`src/rtl/core/latency_histogram_monitor_top_assert.svh`:
```
// ----------------------------------------------------------------------------
// Assertion macros for the latency histogram monitor
// Implication and next-cycle checks, clocked on i_clk, held off in reset.
// ----------------------------------------------------------------------------
`ifndef LATENCY_HISTOGRAM_MONITOR_TOP_ASSERT_SVH
`define LATENCY_HISTOGRAM_MONITOR_TOP_ASSERT_SVH
`ifndef NO_ASSERTIONS
`define LHM_ASSERT_IMP(lbl, ante, cons) \
    lbl: assert property (@(posedge i_clk) disable iff (!i_rst_n) (ante) |-> (cons)) \
        else $error("lhm assertion failed");
`define LHM_ASSERT_NXT(lbl, ante, cons) \
    lbl: assert property (@(posedge i_clk) disable iff (!i_rst_n) (ante) |=> (cons)) \
        else $error("lhm assertion failed");
`else
`define LHM_ASSERT_IMP(lbl, ante, cons)
`define LHM_ASSERT_NXT(lbl, ante, cons)
`endif
`endif

```
`src/rtl/core/lhm_pkg.sv`:
```
// ----------------------------------------------------------------------------
// Latency histogram monitor package
// Widths, bucket bounds, function codes, sequencer states and shared structs.
// ----------------------------------------------------------------------------
package lhm_pkg;

    localparam int PHASES   = 17;
    localparam int BUCKETS  = 18;
    localparam int DEPTH    = PHASES * BUCKETS;

    localparam int FUNC_W   = 2;
    localparam int PHASE_FW = 5;
    localparam int DUR_W    = 40;
    localparam int CNT_W    = 32;
    localparam int SUM_W    = 48;
    localparam int US_W     = 18;

    localparam int PH_W     = (PHASES > 1) ? $clog2(PHASES) : 1;
    localparam int BKT_W    = $clog2(BUCKETS);
    localparam int ADDR_W   = $clog2(DEPTH);
    localparam int N_W      = CNT_W + $clog2(BUCKETS);
    localparam int CMP_W    = N_W + 7;

    localparam int APB_AW   = 1;
    localparam int APB_DW   = 32;

    localparam logic [APB_AW-1:0] ADDR_TRACE_EN = '0;

    localparam logic [FUNC_W-1:0] FN_RECORD = 2'd0;
    localparam logic [FUNC_W-1:0] FN_READ   = 2'd1;
    localparam logic [FUNC_W-1:0] FN_CLEAR  = 2'd2;

    localparam logic [US_W-1:0] OVERFLOW_US = 18'd250001;

    typedef enum logic [3:0] {
        S_CLEAR,
        S_IDLE,
        S_FIND,
        S_BRD,
        S_RD,
        S_ACC,
        S_TGT,
        S_C50,
        S_C95,
        S_OUT
    } t_state;

    typedef enum logic {
        CM_BUCKET,
        CM_PCT
    } t_cmp_mode;

    typedef struct packed {
        logic              we;
        logic [ADDR_W-1:0] waddr;
        logic [CNT_W-1:0]  wdata;
        logic [ADDR_W-1:0] raddr;
    } t_ram_req;

    typedef struct packed {
        t_cmp_mode         mode;
        logic [BKT_W-1:0]  idx;
        logic [DUR_W-1:0]  ns;
        logic [N_W-1:0]    acc;
        logic [CMP_W-1:0]  target;
    } t_cmp_req;

    typedef struct packed {
        logic clearing;
        logic out_load;
    } t_ctrl_status;

    function automatic logic [US_W-1:0] bound_us(input logic [BKT_W-1:0] idx);
        logic [US_W-1:0] v;
        case (idx)
            BKT_W'(0):  v = US_W'(25);
            BKT_W'(1):  v = US_W'(50);
            BKT_W'(2):  v = US_W'(100);
            BKT_W'(3):  v = US_W'(200);
            BKT_W'(4):  v = US_W'(500);
            BKT_W'(5):  v = US_W'(1000);
            BKT_W'(6):  v = US_W'(2000);
            BKT_W'(7):  v = US_W'(4000);
            BKT_W'(8):  v = US_W'(8000);
            BKT_W'(9):  v = US_W'(12000);
            BKT_W'(10): v = US_W'(16667);
            BKT_W'(11): v = US_W'(25000);
            BKT_W'(12): v = US_W'(33333);
            BKT_W'(13): v = US_W'(50000);
            BKT_W'(14): v = US_W'(75000);
            BKT_W'(15): v = US_W'(100000);
            BKT_W'(16): v = US_W'(250000);
            default:    v = OVERFLOW_US;
        endcase
        return v;
    endfunction

    // bucket upper bound scaled to ns: ceil(ns/1000) <= b  iff  ns <= 1000*b
    function automatic logic [CMP_W-1:0] bound_ns(input logic [BKT_W-1:0] idx);
        logic [CMP_W-1:0] v;
        case (idx)
            BKT_W'(0):  v = CMP_W'(64'd25000);
            BKT_W'(1):  v = CMP_W'(64'd50000);
            BKT_W'(2):  v = CMP_W'(64'd100000);
            BKT_W'(3):  v = CMP_W'(64'd200000);
            BKT_W'(4):  v = CMP_W'(64'd500000);
            BKT_W'(5):  v = CMP_W'(64'd1000000);
            BKT_W'(6):  v = CMP_W'(64'd2000000);
            BKT_W'(7):  v = CMP_W'(64'd4000000);
            BKT_W'(8):  v = CMP_W'(64'd8000000);
            BKT_W'(9):  v = CMP_W'(64'd12000000);
            BKT_W'(10): v = CMP_W'(64'd16667000);
            BKT_W'(11): v = CMP_W'(64'd25000000);
            BKT_W'(12): v = CMP_W'(64'd33333000);
            BKT_W'(13): v = CMP_W'(64'd50000000);
            BKT_W'(14): v = CMP_W'(64'd75000000);
            BKT_W'(15): v = CMP_W'(64'd100000000);
            BKT_W'(16): v = CMP_W'(64'd250000000);
            default:    v = '1;
        endcase
        return v;
    endfunction

endpackage

```
`src/rtl/core/lhm_cmp_unit.sv`:
```
// ----------------------------------------------------------------------------
// Latency histogram monitor shared compare unit
// Bucket bound test for a duration, or scaled cumulative count test for a
// percentile target, one compare per cycle.
// ----------------------------------------------------------------------------
module lhm_cmp_unit (
    input  lhm_pkg::t_cmp_req i_req,
    output logic              o_hit
);
    import lhm_pkg::*;

    logic [CMP_W-1:0] w_acc;
    logic [CMP_W-1:0] w_lhs;
    logic [CMP_W-1:0] w_rhs;

    assign w_acc = CMP_W'(i_req.acc);

    always_comb begin
        case (i_req.mode)
            CM_BUCKET: begin
                w_lhs = bound_ns(i_req.idx);
                w_rhs = CMP_W'(i_req.ns);
            end
            CM_PCT: begin
                w_lhs = (w_acc << 6) + (w_acc << 5) + (w_acc << 2);
                w_rhs = i_req.target;
            end
            default: begin
                w_lhs = '0;
                w_rhs = '1;
            end
        endcase
    end

    assign o_hit = (w_lhs >= w_rhs);

endmodule

```
`config.mk`:
```
export PLATFORM = sky130hd
export DESIGN_NAME = lhm_cmp_unit
export DESIGN_NICKNAME = d
export VERILOG_FILES = /design/src/rtl/core/latency_histogram_monitor_top_assert.svh /design/src/rtl/core/lhm_pkg.sv /design/src/rtl/core/lhm_cmp_unit.sv
export SDC_FILE = /design/constraint.sdc
export NUM_CORES = 1
export LEC_CHECK = 0
export ABC_AREA = 1
export BUFFER_PORTS_ARGS = -buffer_cell sky130_fd_sc_hd__buf_2
export CAP_MARGIN = 10
export CORE_UTILIZATION = 39
export DETAILED_ROUTE_END_ITERATION = 7
export SKIP_LAST_GASP = 1
export SYNTH_ARGS = -nofsm -noshare
export SYNTH_HDL_FRONTEND = slang
export SYNTH_SLANG_ARGS = --single-unit
```
`constraint.sdc`:
```
create_clock -name vclk -period 5.05
set_input_delay 0.7575 -clock vclk [all_inputs]
set_output_delay 0.7575 -clock vclk [all_outputs]
set_load 0.01 [all_outputs]
```
==> results of run 1 <==
## cell usage after synthesis (4+ instances only)
cell	count	share of area
sky130_fd_sc_hd__inv_1	126	0.084
sky130_fd_sc_hd__nand2_1	250	0.17
sky130_fd_sc_hd__nand4_1	13	0.015
sky130_fd_sc_hd__o21bai_1	9	0.012
sky130_fd_sc_hd__mux2i_1	39	0.070
sky130_fd_sc_hd__nand2_2	11	0.012
sky130_fd_sc_hd__ha_1	93	0.21
sky130_fd_sc_hd__fa_1	34	0.12
sky130_fd_sc_hd__a21oi_1	79	0.071
sky130_fd_sc_hd__nand3b_1	5	0.0067
sky130_fd_sc_hd__clkbuf_1	6	0.0040
sky130_fd_sc_hd__o21a_1	4	0.0054
sky130_fd_sc_hd__nor2_1	89	0.060
sky130_fd_sc_hd__nor3_1	4	0.0036
sky130_fd_sc_hd__buf_2	9	0.0080
sky130_fd_sc_hd__or2_2	4	0.0045
sky130_fd_sc_hd__o21ai_0	48	0.043
sky130_fd_sc_hd__nand3_1	56	0.050
## repair_timing
action                     in CTS  in global routing
pin swaps                       1                 54
setup endpoints to repair       1                  1
gates resized for setup         1                125
setup buffers                   2                 15
hold buffers                    0                  0
gates cloned                    0                  0
## path summary, 6_finish.rpt
check | end | slack [ns] | from | cells past startpoint
hold / removal | o_hit | 2.27 | i_req[43] | 9
setup / recovery | o_hit | 0.14 | i_req[58] | 21
## through the flow
stage | cells | worst slack, ns | cell area [sq um] | setup TNS, ns | utilization
3_5_place_dp | 1217 | -0.0196 | 6440 | -0.0196 | 0.462
6_report | 1234 | 0.143 | 7240 | 0 | 0.519
5_1_grt | 1234 | -0.107 | 7240 | -0.107 | 0.519
4_1_cts | 1219 | 0.000263 | 6460 | 0 | 0.463
2_1_floorplan | 920 | 0.548 | 5610 | 0 | -
3_3_place_gp | 1217 | 0.0746 | 6440 | 0 | 0.462
## report_power, final
part | internal [mW] | switching, mW | leakage, nW | total (mW)
logic | 0.569 | 0.791 | 3.66 | 1.36
registers | 0 | 0 | 0 | 0
clock network | 0 | 0 | 0 | 0
total | 0.569 | 0.791 | 3.66 | 1.36
## metal layers
layer | wire (um) | track usage
met3 | 645 | 0.00936
met5 | 0 | 0
met2 | 8600 | 0.415
met4 | 537 | 0.0702
met1 | 7880 | 0.300
## kinds of logic after synthesis
logic type      Yosys count  share of synthesized area
compound gates          160                      0.158
simple gates            446                      0.338
fa+ha+maj               127                      0.329
buf+inv                 143                     0.0977
mux                      39                     0.0696
xor+xnor                  5                    0.00781
## cell type report
| cell class | count | area, sq um |
|---|---|---|
| fillers | 1486 | 6700 |
| inverters | 128 | 480 |
| multi-input cells | 777 | 5720 |
| well taps | 180 | 225 |
| repair buffers | 149 | 811 |
==> flow_results.org, run 1 <==
** Run status
- The flow ran to the end, and the final reports show no timing, DRC or antenna violations.

** Critical path
- Required @ worst endpoint :: 4.29 ns
- At the worst endpoint, the arrival time is 4.15 ns.
- Largest fanout of any net on the critical path :: 6
- Most common cell type on the critical path :: sky130_fd_sc_hd__nand2_1
- Broken down by cell family, the worst path's largest delay share belongs to simple AND/OR/NAND/NOR gates.
- Number of buffer and inverter instances along the worst setup path :: 4
- For this run, the slowest stage of the critical path takes 0.59 ns.
- Setup Crit Path Kind :: primary input to output port
- Traced cell by cell, the critical path runs through buf_2 > fa_1 > ha_4 > a21oi_1 > nand2_1 > a21oi_1 > nand3_4 > nand2_1 > nand2_1 > nand2_1 > nand3_1 > nand2_1 > inv_1 > ha_1 > nand4_1 > buf_4 > a21oi_1 > or2_2 > nor2_1 > nand4_1 > buf_2.
- Kind of end point of the critical path :: output port
- On the critical path, the stage with the largest delay is an instance of sky130_fd_sc_hd__fa_1.
- STA classifies the critical path startpoint as a primary input.

** Placement
- The congestion estimate from routability-driven global placement came to 0.920.
- Port buffering added 128 buffers.
- The wire-length estimate of the detail-placed layout is 14900 um.

** Die
- In this run the count of I/O pins placed on the die edge is 128.
- Die Footprint :: 0.0149 sq mm
- The floorplan has 43 rows.
- The initial utilization of the core area, before any placement, comes to 0.402.
- The floorplan step set the die width to 122 um.
- The floorplan step set the die height to 122 um.
- In this run the standard cell core region covers 0.0139 sq mm.

** Timing
- RSZ-0062 raised after global routing :: yes
- Of the available clock period, the critical path in the final layout requires 0.972.
- The max-slew violation count came to 0.
- In this run the tightest slew margin relative to its limit is 0.463.
- Final hold viol count :: 0
- For this run, the top clock speed supported by timing is 0.204 GHz.
- For the pin with the worst max-slew slack, the measured transition is 0.806 ns.
- Setup violations, final :: 0
- Final critical path time including I/O delays and setup :: 4.91 ns
- Final worst hold slack :: 2.27 ns

** Yosys
- Yosys synthesis warning count :: 0
- Counting distinct cell types in the post-synthesis netlist gives 42.
- In this run the cell area of the synthesized design comes to 0.00561 sq mm.
- Each instance of the synthesized netlist takes up on average 6.10 sq um.
- Number of standard cells after synthesis :: 920
- The share of the Yosys chip area taken by registers is 0.
- Post-Syn Nets :: 1174

** Detailed routing
- The final route contains 6366 vias.
- Via density per instance :: 5.16
- Aggregate routed wire length :: 17700 um
- Detailed-routing iteration count for the pre-antenna-repair pass :: 4
- In the routed design, unresolved DRC markers number 0.
- Once detail routing completed, the nets flagged for antenna violations numbered 0.
- Routed WL per cell :: 14.3 um
- For this block, the initial DRC count from the detailed router was 303.

** Power
- The design draws 1.36 mW.
- Largest vdd supply drop :: 0.0926 mV
- For this design the ratio of total power to cell area is 188 mW/mm^2.
- The analysis attributes to cell leakage a power of 3.66 nW.

** Final layout
- Leaving out fill and tap cells, the most frequent cells in the layout are sky130_fd_sc_hd__nand2_1 (233), sky130_fd_sc_hd__buf_2 (126), sky130_fd_sc_hd__inv_1 (124), sky130_fd_sc_hd__nor2_1 (73), sky130_fd_sc_hd__a21oi_1 (69).
- There are 0 flip-flops and latches.
- Seq. cell area :: 0 sq um
- Fraction of layout cells with a size suffix above 1 :: 0.259
- Most frequent standard cell in the layout excluding fill and tap cells :: sky130_fd_sc_hd__nand2_1
- The area growth from synthesis to layout is 29.0%.
- The repair_antennas step left the layout with diodes totalling 0.
- Count of nets after finishing :: 1310
- Clock buffers in the final layout number 0.

** GRT
- Entering global routing, the biggest net connects 60 pins.
- Antenna violations before repair :: 0
- Global-route wire length before repair :: 28000 um
- For this run, the total global-route usage over all layers was measured as 0.232.
- The number of global-route vias before repair was 6030.
- For this run the aggregate overflow at the end of global routing stands at 0.

** Worst hold path
- Worst min-delay path category :: primary input to output port

** Flow run
- Max-cap violations :: 0
Note: power is estimated with default switching activity, not from simulation.
==> run 2, diff against run 1 <==
--- a/config.mk
+++ b/config.mk
@@ -8,8 +8,11 @@
 export ABC_AREA = 1
 export BUFFER_PORTS_ARGS = -buffer_cell sky130_fd_sc_hd__buf_2
 export CAP_MARGIN = 10
+export CELL_PAD_IN_SITES_DETAIL_PLACEMENT = 0
+export CELL_PAD_IN_SITES_GLOBAL_PLACEMENT = 1
 export CORE_UTILIZATION = 39
 export DETAILED_ROUTE_END_ITERATION = 7
+export PLACE_DENSITY_LB_ADDON = 0.1
 export SKIP_LAST_GASP = 1
 export SYNTH_ARGS = -nofsm -noshare
 export SYNTH_HDL_FRONTEND = slang
==> flow_results.org, run 2 (same netlist as run 1, synthesis figures left out) <==
** Die
- Initial core utilization :: 0.402
- Width of the chip :: 122 um
- Standard-cell rows :: 43
- The die covers 0.0149 sq mm.
- Area inside the core boundary :: 0.0139 sq mm
- Pin placement for this block handled 128 I/O pins.
- The die is 122 um tall.

** Critical path
- Of all nets on the critical path, the largest fanout is 4.
- Among the stages of the critical path, the cell type that occurs most often is sky130_fd_sc_hd__nand2_1.
- Type of origin of the critical path :: primary input
- Stage delay of the slowest cell on the critical path :: 0.53 ns
- STA classifies the critical path endpoint as an output port.
- Counting both buffers and inverters, the worst setup path holds a total of 3.
- Setup Crit Path Kind :: primary input to output port
- At the worst endpoint, the arrival time is 4.15 ns.
- Family with the most delay on the worst path :: simple AND/OR/NAND/NOR gates
- Required @ worst endpoint :: 4.29 ns
- Slowest stage cell on the critical path :: sky130_fd_sc_hd__fa_1
- Walking the worst path, the cells encountered are buf_2 > fa_1 > ha_4 > nand2_1 > nor2_2 > nand2_1 > nand3b_1 > nand3_4 > nand2_4 > nand3_1 > nand3_1 > nand2_1 > inv_1 > ha_1 > nand4_1 > nor2_2 > nand2_1 > nor4b_2 > o21ai_1 > nand4_1 > buf_2.

** Timing
- Final hold viol count :: 0
- Static timing analysis puts the maximum clock frequency at 0.204 GHz.
- Slew @ Worst Pin :: 0.664 ns
- Post-route clock period utilization :: 0.973
- Measured against its own limit, the worst slew margin works out to 0.557.
- Final critical path time including I/O delays and setup :: 4.91 ns
- RSZ-0062 raised after global routing :: yes
- Max-slew violations :: 0
- Setup violations remaining at the end of the flow were counted as 0.

** Final layout
- Leaving out fill and tap cells, the most frequent cell in the layout is sky130_fd_sc_hd__nand2_1.
- Filler-free cell count of the finished design :: 1246
- Fraction of layout cells with a size suffix above 1 :: 0.289
- Final sequential cell count :: 0
- Commonest non-fill, non-tap cells in the layout :: sky130_fd_sc_hd__nand2_1 (222), sky130_fd_sc_hd__inv_1 (123), sky130_fd_sc_hd__buf_2 (123), sky130_fd_sc_hd__nor2_1 (71), sky130_fd_sc_hd__a21oi_1 (63)
- Seq. cell area :: 0 sq um
- Count of clock buffers in the final design :: 0
- Area Growth Syn to Fin :: 32.1%
- Summing all non-filler instances in the final layout gives an area of 0.00741 sq mm.
- For this run, the post-layout net count is 1322.
- 0 antenna diodes ended up in the layout.

** Detailed routing
- The first TritonRoute pass finished after 5 iterations.
- In the final routed layout, each cell accounts on average for 14.8 um.
- The detailed router used layers up to and including met4.
- The detail route stage leaves a number of antenna-violating nets equal to 0.
- Met2 Wirelength :: 9330 um
- Summed over all layers, the routed wires come to 18500 um.
- Total routed wire length on the met1 layer :: 8310 um
- Via density per instance :: 5.17
- The routed layout has 6442 vias.
- After detailed routing, the number of remaining DRC violations is 0.
- Detailed routing placed a total of 378 um of wire on met3.
- Iteration-0 DRC count of the detailed router :: 262

** GRT
- Entering global routing, the biggest net connects 46 pins.
- For this run, the total global-route usage over all layers was measured as 0.240.
- Antenna violations before repair :: 0
- Summed over all layers, the global routing overflow is 0.
- The first global-routing pass estimated 28400 um of wire.
- Vias in the first global route :: 5972

** Flow run
- Max-cap violations :: 0

** Placement
- Count of input and output buffers :: 128
- Post-Place Cells :: 1230
- After detailed placement, the total cell area comes to 0.00654 sq mm.
- The wire-length estimate of the detail-placed layout is 15700 um.
- RePlAce Congestion :: 0.934

** Clocking
- After clock tree synthesis, the flow added hold-fix buffers numbering 0.

** Power
- Summed over all cells, the static leakage comes to 3.77 nW.
- Power per cell area :: 193 mW/mm^2
- Across the VDD grid, the largest voltage drop is 0.102 mV.

** Worst hold path
- Worst min-delay path category :: primary input to output port

** Run status
- Status :: complete, no violations
-- run 2: final cells by class --
type,instances,area [sq um]
Fill cell,1513,6530
Inverter,128,480
Multi-Input combinational cell,777,5790
Tap cell,180,225
Timing Repair Buffer,161,912
-- run 2: routing by layer --
layer	vias up	GRT usage
li1	3342	-
met1	2950	0.308
met2	122	0.440
met3	28	0.00328
met4	0	0.0610
met5	-	0
-- run 2: final timing paths --
check | depth (start not counted) | end | slack (ns) | start
worst min-delay path | 9 | o_hit | 2.27 | i_req[43]
worst max-delay path | 21 | o_hit | 0.14 | i_req[48]
-- run 2: where the power goes --
group	leakage [nW]	internal (mW)	switching (mW)	total (mW)
Clock	0	0	0	0
Sequential	0	0	0	0
Combinational	3.77	0.603	0.823	1.43
-- run 2: what timing repair did --
action,CTS,global route
gates resized for setup,0,154
endpoints found under the hold margin,0,0
buffers inserted,0,16
setup endpoints to repair,0,1
-- run 2: through the flow --
stage	setup TNS (ns)	util	setup slack, ns	hold WS [ns]	power (mW)
global route	-0.137	0.532	-0.137	2.34	1.61
global placement	0	0.469	0.0566	2.30	1.17
detailed placement	0	0.469	0.00135	2.28	1.17
CTS	0	0.469	0.0197	2.28	1.17
finish	0	0.532	0.139	2.27	1.43
floorplan	0	-	0.548	2.02	0.805
==> run 3, diff against run 2 <==
--- a/config.mk
+++ b/config.mk
@@ -5,7 +5,7 @@
 export SDC_FILE = /design/constraint.sdc
 export NUM_CORES = 1
 export LEC_CHECK = 0
-export ABC_AREA = 1
+export ABC_AREA = 0
 export BUFFER_PORTS_ARGS = -buffer_cell sky130_fd_sc_hd__buf_2
 export CAP_MARGIN = 10
 export CELL_PAD_IN_SITES_DETAIL_PLACEMENT = 0
@@ -13,6 +13,7 @@
 export CORE_UTILIZATION = 39
 export DETAILED_ROUTE_END_ITERATION = 7
 export PLACE_DENSITY_LB_ADDON = 0.1
+export REMOVE_ABC_BUFFERS = 1
 export SKIP_LAST_GASP = 1
 export SYNTH_ARGS = -nofsm -noshare
 export SYNTH_HDL_FRONTEND = slang
==> flow_results.org, run 3 <==
** Timing
- Slew @ Worst Pin :: 0.525 ns
- Max-slew violations :: 0
- Dividing the final minimum period by the clock period gives 1.15.
- Remaining max-slew budget at the tightest pin :: 0.641
- Final worst hold slack :: 2.12 ns
- Derived from the worst setup path, the maximum achievable clock frequency is 0.172 GHz.
- Setup slack on the critical path of the routed design comes to -0.762 ns.
- Final critical path time including I/O delays and setup :: 5.81 ns
- Total negative slack for setup checks :: -0.762 ns
- Final hold viol count :: 0
- Setup violations remaining at the end of the flow were counted as 1.
- Setup repair after global routing could not meet its margin everywhere.

** Yosys
- Of the post-synthesis cell area, the dominant cell type holds 0.226.
- After synthesis, the most frequently instantiated cells are sky130_fd_sc_hd__ha_1 (93), sky130_fd_sc_hd__a21oi_1 (70), sky130_fd_sc_hd__nand2_1 (50).
- Yosys printed 0 warnings.
- Number of standard cells after synthesis :: 670
- Count leader, synth :: sky130_fd_sc_hd__ha_1
- Mean Syn Cell Area :: 7.68 sq um
- Netlist area before placement :: 0.00514 sq mm
- Counting distinct cell types in the post-synthesis netlist gives 63.
- Register area share after synthesis :: 0
- sky130_fd_sc_hd__ha_1 takes more of the synthesized area than any other cell.
- Ranked by total cell area, the synthesized netlist is headed by sky130_fd_sc_hd__ha_1 (23%), sky130_fd_sc_hd__fa_1 (13%), sky130_fd_sc_hd__mux2i_1 (8.0%).

** Final layout
- In the layout the commonest cells are sky130_fd_sc_hd__buf_4 (187), sky130_fd_sc_hd__buf_2 (125), sky130_fd_sc_hd__ha_1 (91), sky130_fd_sc_hd__a21oi_1 (59), sky130_fd_sc_hd__nand2_1 (50).
- Most frequent standard cell in the layout excluding fill and tap cells :: sky130_fd_sc_hd__buf_4
- Fraction of layout cells with a size suffix above 1 :: 0.382
- In the final layout, flip-flops and latches occupy 0 sq um.
- Multi-input gate area in the final layout :: 0.00515 sq mm
- In the finished layout, the clock tree contains a buffer count of 0.
- For this run, the number of standard cells in the final layout without fillers is 1129.
- After filler insertion, the fill cell instance count of the layout stands at 1222.
- Antenna diode instance count :: 0
- Sequential cells placed in the final layout were counted as 0.
- The area growth from synthesis to layout is 47.3%.
- For this run, the post-layout net count is 1213.

** Power
- Summed over all nets, the switching power comes to 799 uW.
- Of the total power, combinational logic draws 1.000.
- Cell internal power was estimated by the tool at 809 uW.
- IR analysis of the VDD net gives a maximum drop of 0.108 mV.
- Power per cell area :: 212 mW/mm^2
- The design draws 1.61 mW.
- The share of total power dissipated in the clock network is 0.
- Cell leakage power :: 3.85 nW
- Flop pwr share :: 0
- Switching Share :: 0.497

** GRT
- Global-route usage over all layers :: 0.265
- The first global-routing pass estimated 28600 um of wire.
- After global routing the overflow that remains totals 0.
- Vias in the first global route :: 5886
- The number of antenna violations at the first check in global routing came to 0.
- Entering global routing, the biggest net connects 38 pins.

** Worst hold path
- The min-delay analysis places its worst path in the category primary input to output port.

** Detailed routing
- Detailed-routing iteration count for the pre-antenna-repair pass :: 5
- Total vias in the final route :: 6159
- Antenna-violating nets left :: 0
- For this run, design rule violations remaining after detail routing come to 0.
- Via density per instance :: 5.46
- After detailed routing, the total wire length is 18300 um.
- In the final routed layout, each cell accounts on average for 16.2 um.
- The first routing iteration left 290 violations.

** Flow run
- Max-cap violations :: 0

** Placement
- Count of input and output buffers :: 128
- Detailed placement finished with a half-perimeter wire length of 15800 um.
- The congestion estimate from routability-driven global placement came to 0.878.
- Post-Place Cells :: 1118

** Critical path
- Worst Path Arrival :: 5.05 ns
- For this design, the slowest cell found on the critical path is sky130_fd_sc_hd__fa_1.
- The critical path goes through buf_8 > fa_1 > ha_2 > inv_2 > fa_2 > nor2b_4 > o211a_1 > o21ai_2 > a2111o_1 > nand3_2 > a31o_4 > xnor2_2 > a21oi_2 > ha_1 > nand4_1 > nor2_1 > nor2_1 > a211oi_2 > a2111oi_2 > o211ai_1 > a221oi_4 > o41ai_4 > buf_2.
- Setup Crit Path Kind :: primary input to output port
- Stage delay of the slowest cell on the critical path :: 0.54 ns
- Type of origin of the critical path :: primary input
- Data on the critical path is required at its endpoint by 4.29 ns.
- In this run the worst path has a maximum fanout of 3.
- Counting stages on the worst path, the most repeated cell is sky130_fd_sc_hd__nor2_1.
- STA classifies the critical path endpoint as an output port.

** Run status
- Violations in the final reports :: setup timing
- The flow ran to the end, but the final reports show violations.

** Die
- The initial utilization of the core area, before any placement, comes to 0.404.
- The die covers 0.0137 sq mm.
- Number of placed I/O pins :: 128
- The total area inside the core boundary comes to 0.0127 sq mm.
- Chip height :: 117 um
- Width of the chip :: 117 um
- Standard-cell rows :: 41
[run 3: layer usage]
metal	vias up	routed length, um	global-route usage
met5	-	0	0
met4	0	320	0.0447
met3	18	733	0.0113
met2	173	9250	0.506
met1	2886	8030	0.332
li1	3082	-	-
[run 3: timing repair]
| action | in CTS | in global routing |
|---|---|---|
| cloned | 0 | 0 |
| hold buffers | 0 | 0 |
| endpoints found under the setup margin | 1 | 1 |
| buffers inserted | 8 | 4 |
| resized for setup | 44 | 11 |
| pin swaps | 40 | 13 |
[run 3: cell families after synthesis]
group,count (synthesis),share of synthesized area
AO/OA/AOI/OAI,232,0.296
AND/OR/NAND/NOR,179,0.168
adder cells (fa/ha/maj),127,0.358
buffers and inverters,60,0.0438
multiplexers,42,0.0820
XOR/XNOR,30,0.0511
[run 3: worst max-delay path: cells and delay by family]
kind                     cells  cell delay (ns)
AND/OR/NAND/NOR              5             0.51
AO/OA/AOI/OAI               10             1.95
buffers and inverters        3             0.29
XOR/XNOR                     1             0.11
adder cells (fa/ha/maj)      4             1.43
[run 3: layout make-up]
class / count / share of cell area
timing repair buffer: 316 / 0.277
multi-input combinational: 610 / 0.680
tap: 172 / 0.0284
inverter: 31 / 0.0154
[run 3: worst paths after layout]
check / startpoint / slack [ns] / end / cells after the start
max: i_req[48] / -0.76 / o_hit / 23
min: i_req[43] / 2.12 / o_hit / 7
[run 3: through the flow]
stage / instance area, sq um / setup slack (ns) / utilization
2_1_floorplan: 5040 / -0.453 / -
3_3_place_gp: 7250 / -0.986 / 0.570
3_5_place_dp: 7250 / -1.11 / 0.570
4_1_cts: 7510 / -0.732 / 0.590
5_1_grt: 7580 / -0.991 / 0.596
6_report: 7580 / -0.762 / 0.596
[run 3: power by group through the flow]
stage	Clock, mW	Combinational (mW)	Sequential (mW)
after floorplan	0	0.793	0
after global routing	0	1.77	0
after global placement	0	1.47	0
after detailed placement	0	1.50	0
final	0	1.61	0
after CTS	0	1.58	0
